==> src/hw/rtl/clt_pkg.sv <==
// ----------------------------------------------------------------------------
// clt_pkg
// Shared types, character constants and character-class functions for the
// configuration line tokenizer.
// ----------------------------------------------------------------------------
package clt_pkg;

    // character codes
    localparam logic [7:0] CHAR_HASH    = 8'h23;  // '#'
    localparam logic [7:0] CHAR_QUOTE   = 8'h22;  // '"'
    localparam logic [7:0] CHAR_BSLASH  = 8'h5C;  // backslash
    localparam logic [7:0] CHAR_NEWLINE = 8'h0A;  // line feed
    localparam logic [7:0] CHAR_TAB     = 8'h09;
    localparam logic [7:0] CHAR_CR      = 8'h0D;
    localparam logic [7:0] CHAR_SPACE   = 8'h20;
    localparam logic [7:0] CHAR_EQUAL   = 8'h3D;  // '='
    localparam logic [7:0] CHAR_UNDER   = 8'h5F;  // '_'
    localparam logic [7:0] CHAR_SLASH   = 8'h2F;  // '/'
    localparam logic [7:0] CHAR_COLON   = 8'h3A;  // ':'
    localparam logic [7:0] CHAR_DOT     = 8'h2E;  // '.'
    localparam logic [7:0] CHAR_DASH    = 8'h2D;  // '-'

    // lexer mode, one-hot
    typedef enum logic [4:0] {
        MODE_BLANK   = 5'b00001,
        MODE_WORD    = 5'b00010,
        MODE_QUOTED  = 5'b00100,
        MODE_ESCAPED = 5'b01000,
        MODE_COMMENT = 5'b10000
    } t_mode;

    // one result word
    typedef struct packed {
        logic       append_valid;
        logic [7:0] append_char;
        logic       token_done;
        logic       line_done;
        logic       line_ok;
    } t_result;

    // letters, digits and . : = / - _
    function automatic logic is_word_char(input logic [7:0] c);
        logic res;
        res = (c inside {[8'h41:8'h5A], [8'h61:8'h7A], [8'h30:8'h39],
                         CHAR_DOT, CHAR_COLON, CHAR_EQUAL, CHAR_SLASH,
                         CHAR_DASH, CHAR_UNDER});
        return res;
    endfunction

    // space, tab, LF, CR
    function automatic logic is_space_char(input logic [7:0] c);
        logic res;
        res = (c inside {CHAR_SPACE, CHAR_TAB, CHAR_NEWLINE, CHAR_CR});
        return res;
    endfunction

endpackage

==> src/hw/rtl/clt_lexer.sv <==
// ----------------------------------------------------------------------------
// clt_lexer
// Mode and error registers plus the per-byte step logic. Produces the
// result word for the byte being accepted in the same cycle.
// ----------------------------------------------------------------------------
module clt_lexer
    import clt_pkg::*;
(
    input  logic       i_clk,
    input  logic       i_rst_n,
    input  logic       i_accept,
    input  logic [7:0] i_char_code,
    input  logic       i_line_end,
    output t_result    o_result
);

    t_mode      r_mode;
    t_mode      n_mode;
    logic       r_error;
    logic       n_error;
    t_mode      w_mode;
    t_mode      w_step_mode;
    logic       w_step_error;
    logic [7:0] w_char;
    logic       w_word;
    logic       w_space;
    logic       w_app;
    logic       w_done;

    // end of line is lexed as a newline
    assign w_char  = i_line_end ? CHAR_NEWLINE : i_char_code;
    assign w_word  = is_word_char(w_char);
    assign w_space = is_space_char(w_char);

    // codes outside the one-hot set behave as blank
    always_comb begin
        case (r_mode)
            MODE_BLANK, MODE_WORD, MODE_QUOTED, MODE_ESCAPED, MODE_COMMENT: begin
                w_mode = r_mode;
            end
            default: begin
                w_mode = MODE_BLANK;
            end
        endcase
    end

    // one lexer step
    always_comb begin
        w_step_mode  = w_mode;
        w_step_error = r_error;
        w_app        = 1'b0;
        w_done       = 1'b0;
        if (!r_error) begin
            case (w_mode)
                MODE_BLANK: begin
                    if (w_word) begin
                        w_step_mode = MODE_WORD;
                        w_app       = 1'b1;
                    end else if (w_char == CHAR_QUOTE) begin
                        w_step_mode = MODE_QUOTED;
                    end else if (w_space) begin
                        w_step_mode = MODE_BLANK;
                    end else if (w_char == CHAR_HASH) begin
                        w_step_mode = MODE_COMMENT;
                    end else begin
                        w_step_error = 1'b1;
                    end
                end
                MODE_WORD: begin
                    if (w_word) begin
                        w_app = 1'b1;
                    end else if (w_space) begin
                        w_done      = 1'b1;
                        w_step_mode = MODE_BLANK;
                    end else if (w_char == CHAR_HASH) begin
                        // partial word dropped, no token end
                        w_step_mode = MODE_COMMENT;
                    end else begin
                        w_step_error = 1'b1;
                    end
                end
                MODE_QUOTED: begin
                    if (w_char == CHAR_QUOTE) begin
                        w_done      = 1'b1;
                        w_step_mode = MODE_BLANK;
                    end else if (w_char == CHAR_BSLASH) begin
                        w_step_mode = MODE_ESCAPED;
                    end else begin
                        w_app = 1'b1;
                    end
                end
                MODE_ESCAPED: begin
                    w_app       = 1'b1;
                    w_step_mode = MODE_QUOTED;
                end
                default: begin
                    // comment: ignore everything
                end
            endcase
        end
    end

    // result word
    always_comb begin
        o_result.append_valid = w_app;
        o_result.append_char  = w_app ? w_char : 8'h00;
        o_result.token_done   = w_done;
        o_result.line_done    = i_line_end;
        o_result.line_ok      = i_line_end && !w_step_error &&
                                (w_step_mode == MODE_BLANK ||
                                 w_step_mode == MODE_COMMENT);
    end

    // next state: end of line returns to reset state
    always_comb begin
        n_mode  = r_mode;
        n_error = r_error;
        if (i_accept) begin
            if (i_line_end) begin
                n_mode  = MODE_BLANK;
                n_error = 1'b0;
            end else begin
                n_mode  = w_step_mode;
                n_error = w_step_error;
            end
        end
    end

    always_ff @(posedge i_clk) begin
        if (!i_rst_n) begin
            r_mode  <= MODE_BLANK;
            r_error <= 1'b0;
        end else begin
            r_mode  <= n_mode;
            r_error <= n_error;
        end
    end

endmodule

==> src/hw/rtl/clt_out_stage.sv <==
// ----------------------------------------------------------------------------
// clt_out_stage
// Result register with valid/ready handshake. Takes a new word whenever it
// is empty or its word is taken in the same cycle.
// ----------------------------------------------------------------------------
module clt_out_stage
    import clt_pkg::*;
(
    input  logic    i_clk,
    input  logic    i_rst_n,
    input  logic    i_load,
    input  t_result i_result,
    output logic    o_space,
    output logic    o_valid,
    input  logic    i_ready,
    output t_result o_result
);

    logic    r_valid;
    logic    n_valid;
    t_result r_result;

    // room when empty or draining this cycle
    assign o_space = !r_valid || i_ready;

    always_comb begin
        n_valid = r_valid;
        if (i_load) begin
            n_valid = 1'b1;
        end else if (i_ready) begin
            n_valid = 1'b0;
        end
    end

    always_ff @(posedge i_clk) begin
        if (!i_rst_n) begin
            r_valid <= 1'b0;
        end else begin
            r_valid <= n_valid;
        end
    end

    // payload, no reset
    always_ff @(posedge i_clk) begin
        if (i_load) begin
            r_result <= i_result;
        end
    end

    assign o_valid  = r_valid;
    assign o_result = r_result;

endmodule

==> src/hw/rtl/config_line_tokenizer.sv <==
// ----------------------------------------------------------------------------
// config_line_tokenizer
// Each accepted byte has its result word loaded into the output register.
// Throughput: 1 byte per cycle while the output register has room; mode
// and result registers update together, so a byte can enter each such cycle.
// Reset: synchronous active-low i_rst_n sets blank mode, clears the error
// flag and empties the output register.
// ----------------------------------------------------------------------------
module config_line_tokenizer
    import clt_pkg::*;
(
    input  logic       i_clk,
    input  logic       i_rst_n,
    input  logic       i_in_valid,
    output logic       o_in_ready,
    input  logic [7:0] i_char_code,
    input  logic       i_line_end,
    output logic       o_out_valid,
    input  logic       i_out_ready,
    output logic       o_append_valid,
    output logic [7:0] o_append_char,
    output logic       o_token_done,
    output logic       o_line_done,
    output logic       o_line_ok
);

    logic    w_accept;
    logic    w_space;
    t_result w_step_result;
    t_result w_out_result;

    // input word taken when the output register has room
    assign o_in_ready = w_space;
    assign w_accept   = i_in_valid && w_space;

    clt_lexer u_lexer (
        .i_clk       (i_clk),
        .i_rst_n     (i_rst_n),
        .i_accept    (w_accept),
        .i_char_code (i_char_code),
        .i_line_end  (i_line_end),
        .o_result    (w_step_result)
    );

    clt_out_stage u_out (
        .i_clk    (i_clk),
        .i_rst_n  (i_rst_n),
        .i_load   (w_accept),
        .i_result (w_step_result),
        .o_space  (w_space),
        .o_valid  (o_out_valid),
        .i_ready  (i_out_ready),
        .o_result (w_out_result)
    );

    assign o_append_valid = w_out_result.append_valid;
    assign o_append_char  = w_out_result.append_char;
    assign o_token_done   = w_out_result.token_done;
    assign o_line_done    = w_out_result.line_done;
    assign o_line_ok      = w_out_result.line_ok;

endmodule

==> config.mk <==
export PLATFORM = sky130hd
export DESIGN_NAME = config_line_tokenizer
export DESIGN_NICKNAME = d
export VERILOG_FILES = /design/src/hw/rtl/clt_pkg.sv /design/src/hw/rtl/clt_lexer.sv /design/src/hw/rtl/clt_out_stage.sv /design/src/hw/rtl/config_line_tokenizer.sv
export SDC_FILE = /design/constraint.sdc
export NUM_CORES = 1
export LEC_CHECK = 0
export BUFFER_PORTS_ARGS = -buffer_cell sky130_fd_sc_hd__buf_4
export CORE_MARGIN = 4
export CORE_UTILIZATION = 48
export DETAILED_ROUTE_END_ITERATION = 7
export PLACE_DENSITY = 0.72
export SLEW_MARGIN = 5
export SYNTH_ARGS = -nofsm -noshare
export SYNTH_HDL_FRONTEND = slang
export SYNTH_SLANG_ARGS = --single-unit
export TNS_END_PERCENT = 10
==> constraint.sdc <==
create_clock -name i_clk -period 1.79 [get_ports i_clk]
set_input_delay 0.179 -clock i_clk [delete_from_list [all_inputs] [get_ports i_clk]]
set_output_delay 0.179 -clock i_clk [all_outputs]
set_load 0.05 [all_outputs]
==> impl_metrics.env, run 1 <==
export IMPL_slew_headroom=0.683
export IMPL_p_total_uw=985
export IMPL_die_y_um=60.0
export IMPL_worst_ep_required_time_ps=2060
export IMPL_numClockSinks=19
export IMPL_cp_data_arrival_time_ps=2000
export IMPL_crit_path_start_kind="register"
export IMPL_grt_pass1_vias=1262
export IMPL_syn_nets=150
export IMPL_ant_nets=0
export IMPL_fin_nets=200
export IMPL_initial_core_util=0.514
export IMPL_ys_ff_latch=19
export IMPL_drc=0
export IMPL_r2r_cells=7
export IMPL_final_min_clock_period_ps=1730
export IMPL_reg2reg_slack_ps=60
export IMPL_numPortBuffers=26
export IMPL_drv_slew=0
export IMPL_crit_type="register to register"
export IMPL_drt_total_wl_mm=3.44
export IMPL_drive_above_1_share=0.473
export IMPL_crit_path_end_kind="register"
export IMPL_yosys_top_cells_area="edfxtp_1 28%, dfxtp_1 11%, nor3b_2 6.8%, nor2_1 5.5%, o21ai_0 3.1%"
export IMPL_worst_pin_slew_ps=475
export IMPL_placed_area_um2=1670
export IMPL_fin_crit_sh=0.969
export IMPL_hold_depth=3
export IMPL_dr_total_vias=1282
export IMPL_fmax_mhz=576
export IMPL_yosysTopAreaCellShare=0.278
export IMPL_synth_top_cells_by_count="19 x nor2_1, 12 x edfxtp_1, 8 x nand2_1, 8 x o21ai_0"
export IMPL_hold_worst_slack_ps=119
export IMPL_hold_path_startpoint="i_in_valid"
export IMPL_path_max_fanout=4
export IMPL_post_synth_top_count_cell="nor2_1"
export IMPL_wl_per_cell_um=15.9
export IMPL_status="finished clean"
export IMPL_diodes=0
export IMPL_grt_first_pass_wirelength_mm=5.67
export IMPL_async_reset_ff_frac=0
export IMPL_ir_drop_mv=0.530
export IMPL_clk_path_buf_depth=2
export IMPL_design_area_um2=1780
export IMPL_synth_flop_cell="edfxtp_1"
export IMPL_synth_edff_count=12
export IMPL_htreeDepth=1
export IMPL_setup_viol=0
export IMPL_fin_skew_ps=4.17
export IMPL_dp_hpwl_mm=2.50
export IMPL_die_w_um=60.0
export IMPL_cts_buffers=3
export IMPL_max_cap_violations=0
export IMPL_dieArea_um2=3600
export IMPL_clk_root_buffer_cell="clkbuf_4"
export IMPL_p_leak_nw=0.724
export IMPL_grt_max_degree=14
export IMPL_clk_pin_slew_worst_paths_ps=110
export IMPL_yosys_warnings=0
export IMPL_globalRouteOverflowTotal=0
export IMPL_rows=18
export IMPL_gp_congestion=0.946
export IMPL_postCtsHoldBufs=0
export IMPL_avgSynthCellArea_um2=9.47
export IMPL_ys_types=48
export IMPL_cts_tree="yes"
export IMPL_power_density_nw_per_um2=552
export IMPL_coreArea_um2=2520
export IMPL_fillCellCount=186
export IMPL_worstHoldEndpoint="u_out.o_valid"
export IMPL_io_pins=27
export IMPL_synth_top_cell_by_area="edfxtp_1"
export IMPL_via_per_inst=5.94
export IMPL_syn2layout_area_growth_pct=37.4
export IMPL_final_hold_viol_count=0
export IMPL_r2r_end="u_lexer.r_error"
export IMPL_drt_pass1_iterations=4
export IMPL_synth_cells=137
export IMPL_r2r_start="u_lexer.r_mode[3]"
export IMPL_drt_iter0_drc=46
export IMPL_mappedNetlistArea_um2=1300
export IMPL_yosysSeqAreaShare=0.386
export IMPL_insertion_delay_ps=310
export IMPL_grtUsageTotal=0.209
export IMPL_hold_class="input port to register"
export IMPL_antenna_found_initial=0
[layer usage]
layer	GRT usage	wire length [µm]	vias to the layer above
met5	0	0	-
met4	0.101	89	0
met3	0.0410	252	11
met2	0.330	1630	55
met1	0.271	1460	600
li1	-	-	616
[metrics by stage]
| stage | cells | util | TNS, ps | worst slack [ps] |
|---|---|---|---|---|
| finish | 216 | 0.707 | 0 | 55.3 |
| global route | 216 | 0.707 | -8.52 | -6.58 |
| CTS | 216 | 0.686 | 0 | 6.06 |
| detailed placement | 211 | 0.663 | -319 | -58.9 |
| global placement | 211 | 0.663 | -90.1 | -28.2 |
| floorplan | 137 | - | 0 | 0.0220 |
[worst max-delay path, cell delays in order (launching register included)]
cell and delay [ps]:
dfxtp_2 350, xor2_1 160, o211ai_1 220, a21oi_2 110, buf_4 160, o22ai_2 170
nor4bb_2 350, o211a_1 170
[worst max-delay path by stage]
stage | startpoint | endpoint | slack (ps) | cells after the start
floorplan | u_out.o_valid | u_lexer.r_mode[2] | 0.02 | 5
global placement | i_char_code[6] | u_out.o_result[3] | -30 | 7
detailed placement | i_char_code[6] | u_out.o_result[7] | -60 | 7
CTS | u_lexer.r_mode[2] | u_lexer.r_mode[2] | 6 | 6
global route | u_lexer.r_mode[2] | u_out.o_result[5] | -7 | 8
finish | u_lexer.r_mode[3] | u_lexer.r_error | 60 | 7
[final cells by class]
class | instances | area, µm² | share of cell area
Tap cell | 30 | 37.5 | 0.0211
Inverter | 5 | 18.8 | 0.0105
Timing Repair Buffer | 52 | 403 | 0.226
Clock buffer | 4 | 26.3 | 0.0147
Sequential cell | 19 | 507 | 0.284
Multi-Input combinational cell | 106 | 791 | 0.444
[what timing repair did]
item,in CTS,in global routing
pin swaps,1,2
buffers inserted,1,0
endpoints found under the setup margin,10,15
gates resized for setup,3,13
[sequential cells by signal, indices dropped and copies added, names as in the netlist]
name and count:
u_lexer.r_error 1, u_out.o_valid 1, u_out.o_result 12, u_lexer.r_mode 5
[cells by family (layout without fill, tap and decap cells)]
kind of cell,count (synthesis),in the layout,share of synthesized area
AO/OA/AOI/OAI,38,38,0.216
XOR/XNOR,1,1,0.00675
buffers and inverters,12,61,0.0617
flip-flops,19,19,0.386
AND/OR/NAND/NOR,67,67,0.330
[power breakdown]
group	internal [mW]	total (mW)	switching, mW	leakage, nW
clock	0.0872	0.231	0.143	0.0150
sequential	0.485	0.492	0.00733	0.180
combinational	0.105	0.262	0.156	0.528
total	0.678	0.985	0.307	0.724
[cells in the final DEF, fill, tap and decap left out, drive strengths merged, types with 3 or more instances in the layout]
cell type,count
clkbuf,4
nand3,6
nand4,3
nand2,9
dfxtp,7
a21oi,7
nor3b,10
inv,5
edfxtp,12
o21ai,8
o211ai,4
a31oi,3
nand3b,3
buf,52
nor2,19
(Power assumes the default switching activity.)
==> run 2, diff against run 1 <==
--- a/config.mk
+++ b/config.mk
@@ -9,6 +9,7 @@
 export CORE_MARGIN = 4
 export CORE_UTILIZATION = 48
 export DETAILED_ROUTE_END_ITERATION = 7
+export GPL_TIMING_DRIVEN = 0
 export PLACE_DENSITY = 0.72
 export SLEW_MARGIN = 5
 export SYNTH_ARGS = -nofsm -noshare
==> run 2 against run 1 <==
Net effect: the flow now finishes with violations (setup timing); final area fell by 6.3%; cell count fell by 8.3%; die area did not move; non-clock buffer count fell by 18; utilization fell by 4.5 points; total power fell by 4.4%; global-route usage fell by 3.7 points; wire length fell by 10%; critical endpoint is now u_out.o_result[7]; largest cell class unchanged.
==> impl_metrics.env, run 2 (synthesized netlist as in run 1, its figures left out) <==
export IMPL_rsz0062_at_grt="yes"
export IMPL_ant_nets=0
export IMPL_numPortBuffers=23
export IMPL_setup_viol=1
export IMPL_dieArea_um2=3600
export IMPL_via_per_inst=6.25
export IMPL_drt_iter0_drc=112
export IMPL_power_density_nw_per_um2=563
export IMPL_io_pins=27
export IMPL_combPwrFrac=0.253
export IMPL_crit_family="simple AND/OR/NAND/NOR gates"
export IMPL_grt_first_pass_wirelength_mm=4.66
export IMPL_drive_above_1_share=0.399
export IMPL_drc=0
export IMPL_die_y_um=60.0
export IMPL_setup_tns_ps=-5.10
export IMPL_initial_core_util=0.514
export IMPL_fin_util=0.662
export IMPL_cts_tree="yes"
export IMPL_crit_type="register to register"
export IMPL_clk_pin_slew_worst_paths_ps=110
export IMPL_wl_per_cell_um=15.6
export IMPL_cp_startpoint="u_lexer.r_mode[2]"
export IMPL_dr_total_vias=1237
export IMPL_r2r_start="u_lexer.r_mode[2]"
export IMPL_drv_slew=0
export IMPL_slowest_delay_ps=410
export IMPL_grt_pass1_vias=1039
export IMPL_slew_headroom=0.657
export IMPL_cp_data_arrival_time_ps=1920
export IMPL_ir_drop_mv=0.490
export IMPL_status="finished with violations"
export IMPL_crit_path_end_kind="register"
export IMPL_place_inst=190
export IMPL_cp_depth=7
export IMPL_max_cap_violations=0
export IMPL_rows=18
export IMPL_fmax_mhz=557
export IMPL_p_clk_frac=0.224
export IMPL_sw_frac_of_total=0.302
export IMPL_critPathBufInv=1
export IMPL_grtUsageTotal=0.172
export IMPL_die_w_um=60.0
export IMPL_final_cell_mix="27 x buf_4, 18 x nor2_1, 12 x edfxtp_1"
export IMPL_gp_congestion=0.937
export IMPL_drt_total_wl_mm=3.09
export IMPL_r2r_cells=7
export IMPL_worstPathCellList="nor3_4 > nor3b_4 > a31oi_1 > nor2_1 > a31oi_4 > buf_12 > nor3b_2"
export IMPL_worst_pin_slew_ps=513
export IMPL_crit_end="u_out.o_result[7]"
export IMPL_p_leak_nw=0.643
export IMPL_sequentialPowerShare=0.523
export IMPL_switchingPower_uw=284
export IMPL_layout_commonest_cell="buf_4"
export IMPL_fin_nets=182
export IMPL_internal_power_uw=657
export IMPL_clk_path_buf_depth=2
export IMPL_hold_worst_slack_ps=68.1
export IMPL_final_min_clock_period_ps=1800
export IMPL_layout_setup_ws_ps=-5.10
export IMPL_syn2layout_area_growth_pct=28.7
export IMPL_reg2reg_slack_ps=-5
export IMPL_numClockSinks=19
export IMPL_htreeDepth=1
export IMPL_cts_buffers=3
export IMPL_crit_slowest_cell="dfxtp_1"
export IMPL_grt_max_degree=14
export IMPL_r2r_end="u_out.o_result[7]"
export IMPL_p_total_uw=941
export IMPL_diodes=0
export IMPL_violations="setup timing"
export IMPL_largest_reg_flops=12
export IMPL_drt_pass1_iterations=5
export IMPL_antenna_found_initial=0
export IMPL_clk_root_buffer_cell="clkbuf_4"
export IMPL_worst_ep_required_time_ps=1920
export IMPL_hold_class="input port to register"
export IMPL_path_max_fanout=9
export IMPL_globalRouteOverflowTotal=0
export IMPL_dp_hpwl_mm=2.17
export IMPL_crit_path_start_kind="register"
export IMPL_fin_crit_sh=1.00
export IMPL_instances_no_fill=198
export IMPL_insertion_delay_ps=300
export IMPL_coreArea_um2=2520
export IMPL_postCtsHoldBufs=0
export IMPL_final_hold_viol_count=0
export IMPL_fin_skew_ps=18.5
## run 2: worst min path at each step
stage | start | end | slack, ps | depth (start not counted)
6_report | i_line_end | u_out.o_result[1] | 70 | 1
5_1_grt | i_line_end | u_out.o_result[1] | 50 | 1
4_1_cts | i_line_end | u_out.o_result[1] | 70 | 1
3_5_place_dp | i_line_end | u_out.o_result[1] | 380 | 1
3_3_place_gp | i_line_end | u_out.o_result[1] | 380 | 1
2_1_floorplan | i_line_end | u_out.o_result[1] | 280 | 0
## run 2: per-layer routing
metal	routed length (µm)	global-route usage	vias up	share of wire
met5	0	0	-	0
met4	93	0.0633	0	0.030
met3	297	0.0281	21	0.096
met2	1450	0.287	91	0.47
met1	1250	0.221	541	0.40
li1	-	-	584	-
## run 2: power groups by stage
stage / clock [mW] / combinational, mW / sequential [mW]
2_1_floorplan: 0 / 0.0942 / 0.560
3_3_place_gp: 0 / 0.221 / 0.501
3_5_place_dp: 0 / 0.224 / 0.502
4_1_cts: 0.212 / 0.233 / 0.492
5_1_grt: 0.244 / 0.253 / 0.493
6_report: 0.211 / 0.238 / 0.492
## run 2: worst reg2reg max path, delay by kind of cell (launching register included)
family,cells,cell delay [ps]
buffers and inverters,1,180
DFF,1,410
AOI/OAI and AO/OA,2,120
and+or+nand+nor,4,920
## run 2: per-stage QoR
step	worst slack, ps	instance area, µm²
floorplan	0.0220	1310
global placement	-261	1520
detailed placement	-287	1520
CTS	-3.93	1620
global route	-124	1670
finish	-5.10	1670
## run 2: final cells by class
cell class / instances / area [µm²]
Inverter: 5 / 18.8
Sequential cell: 19 / 504
Buffer: 7 / 65.1
Timing Repair Buffer: 27 / 215
Tap cell: 30 / 37.5
Fill cell: 197 / 852
Clock buffer: 3 / 22.5
Clock inverter: 1 / 5.00
Multi-Input combinational cell: 106 / 802
## run 2: what timing repair did
action                                  CTS  global route
gates cloned                              0             0
gates resized for setup                   7            12
buffers inserted                          3             1
endpoints found under the setup margin    9            13
pin swaps                                 3             5
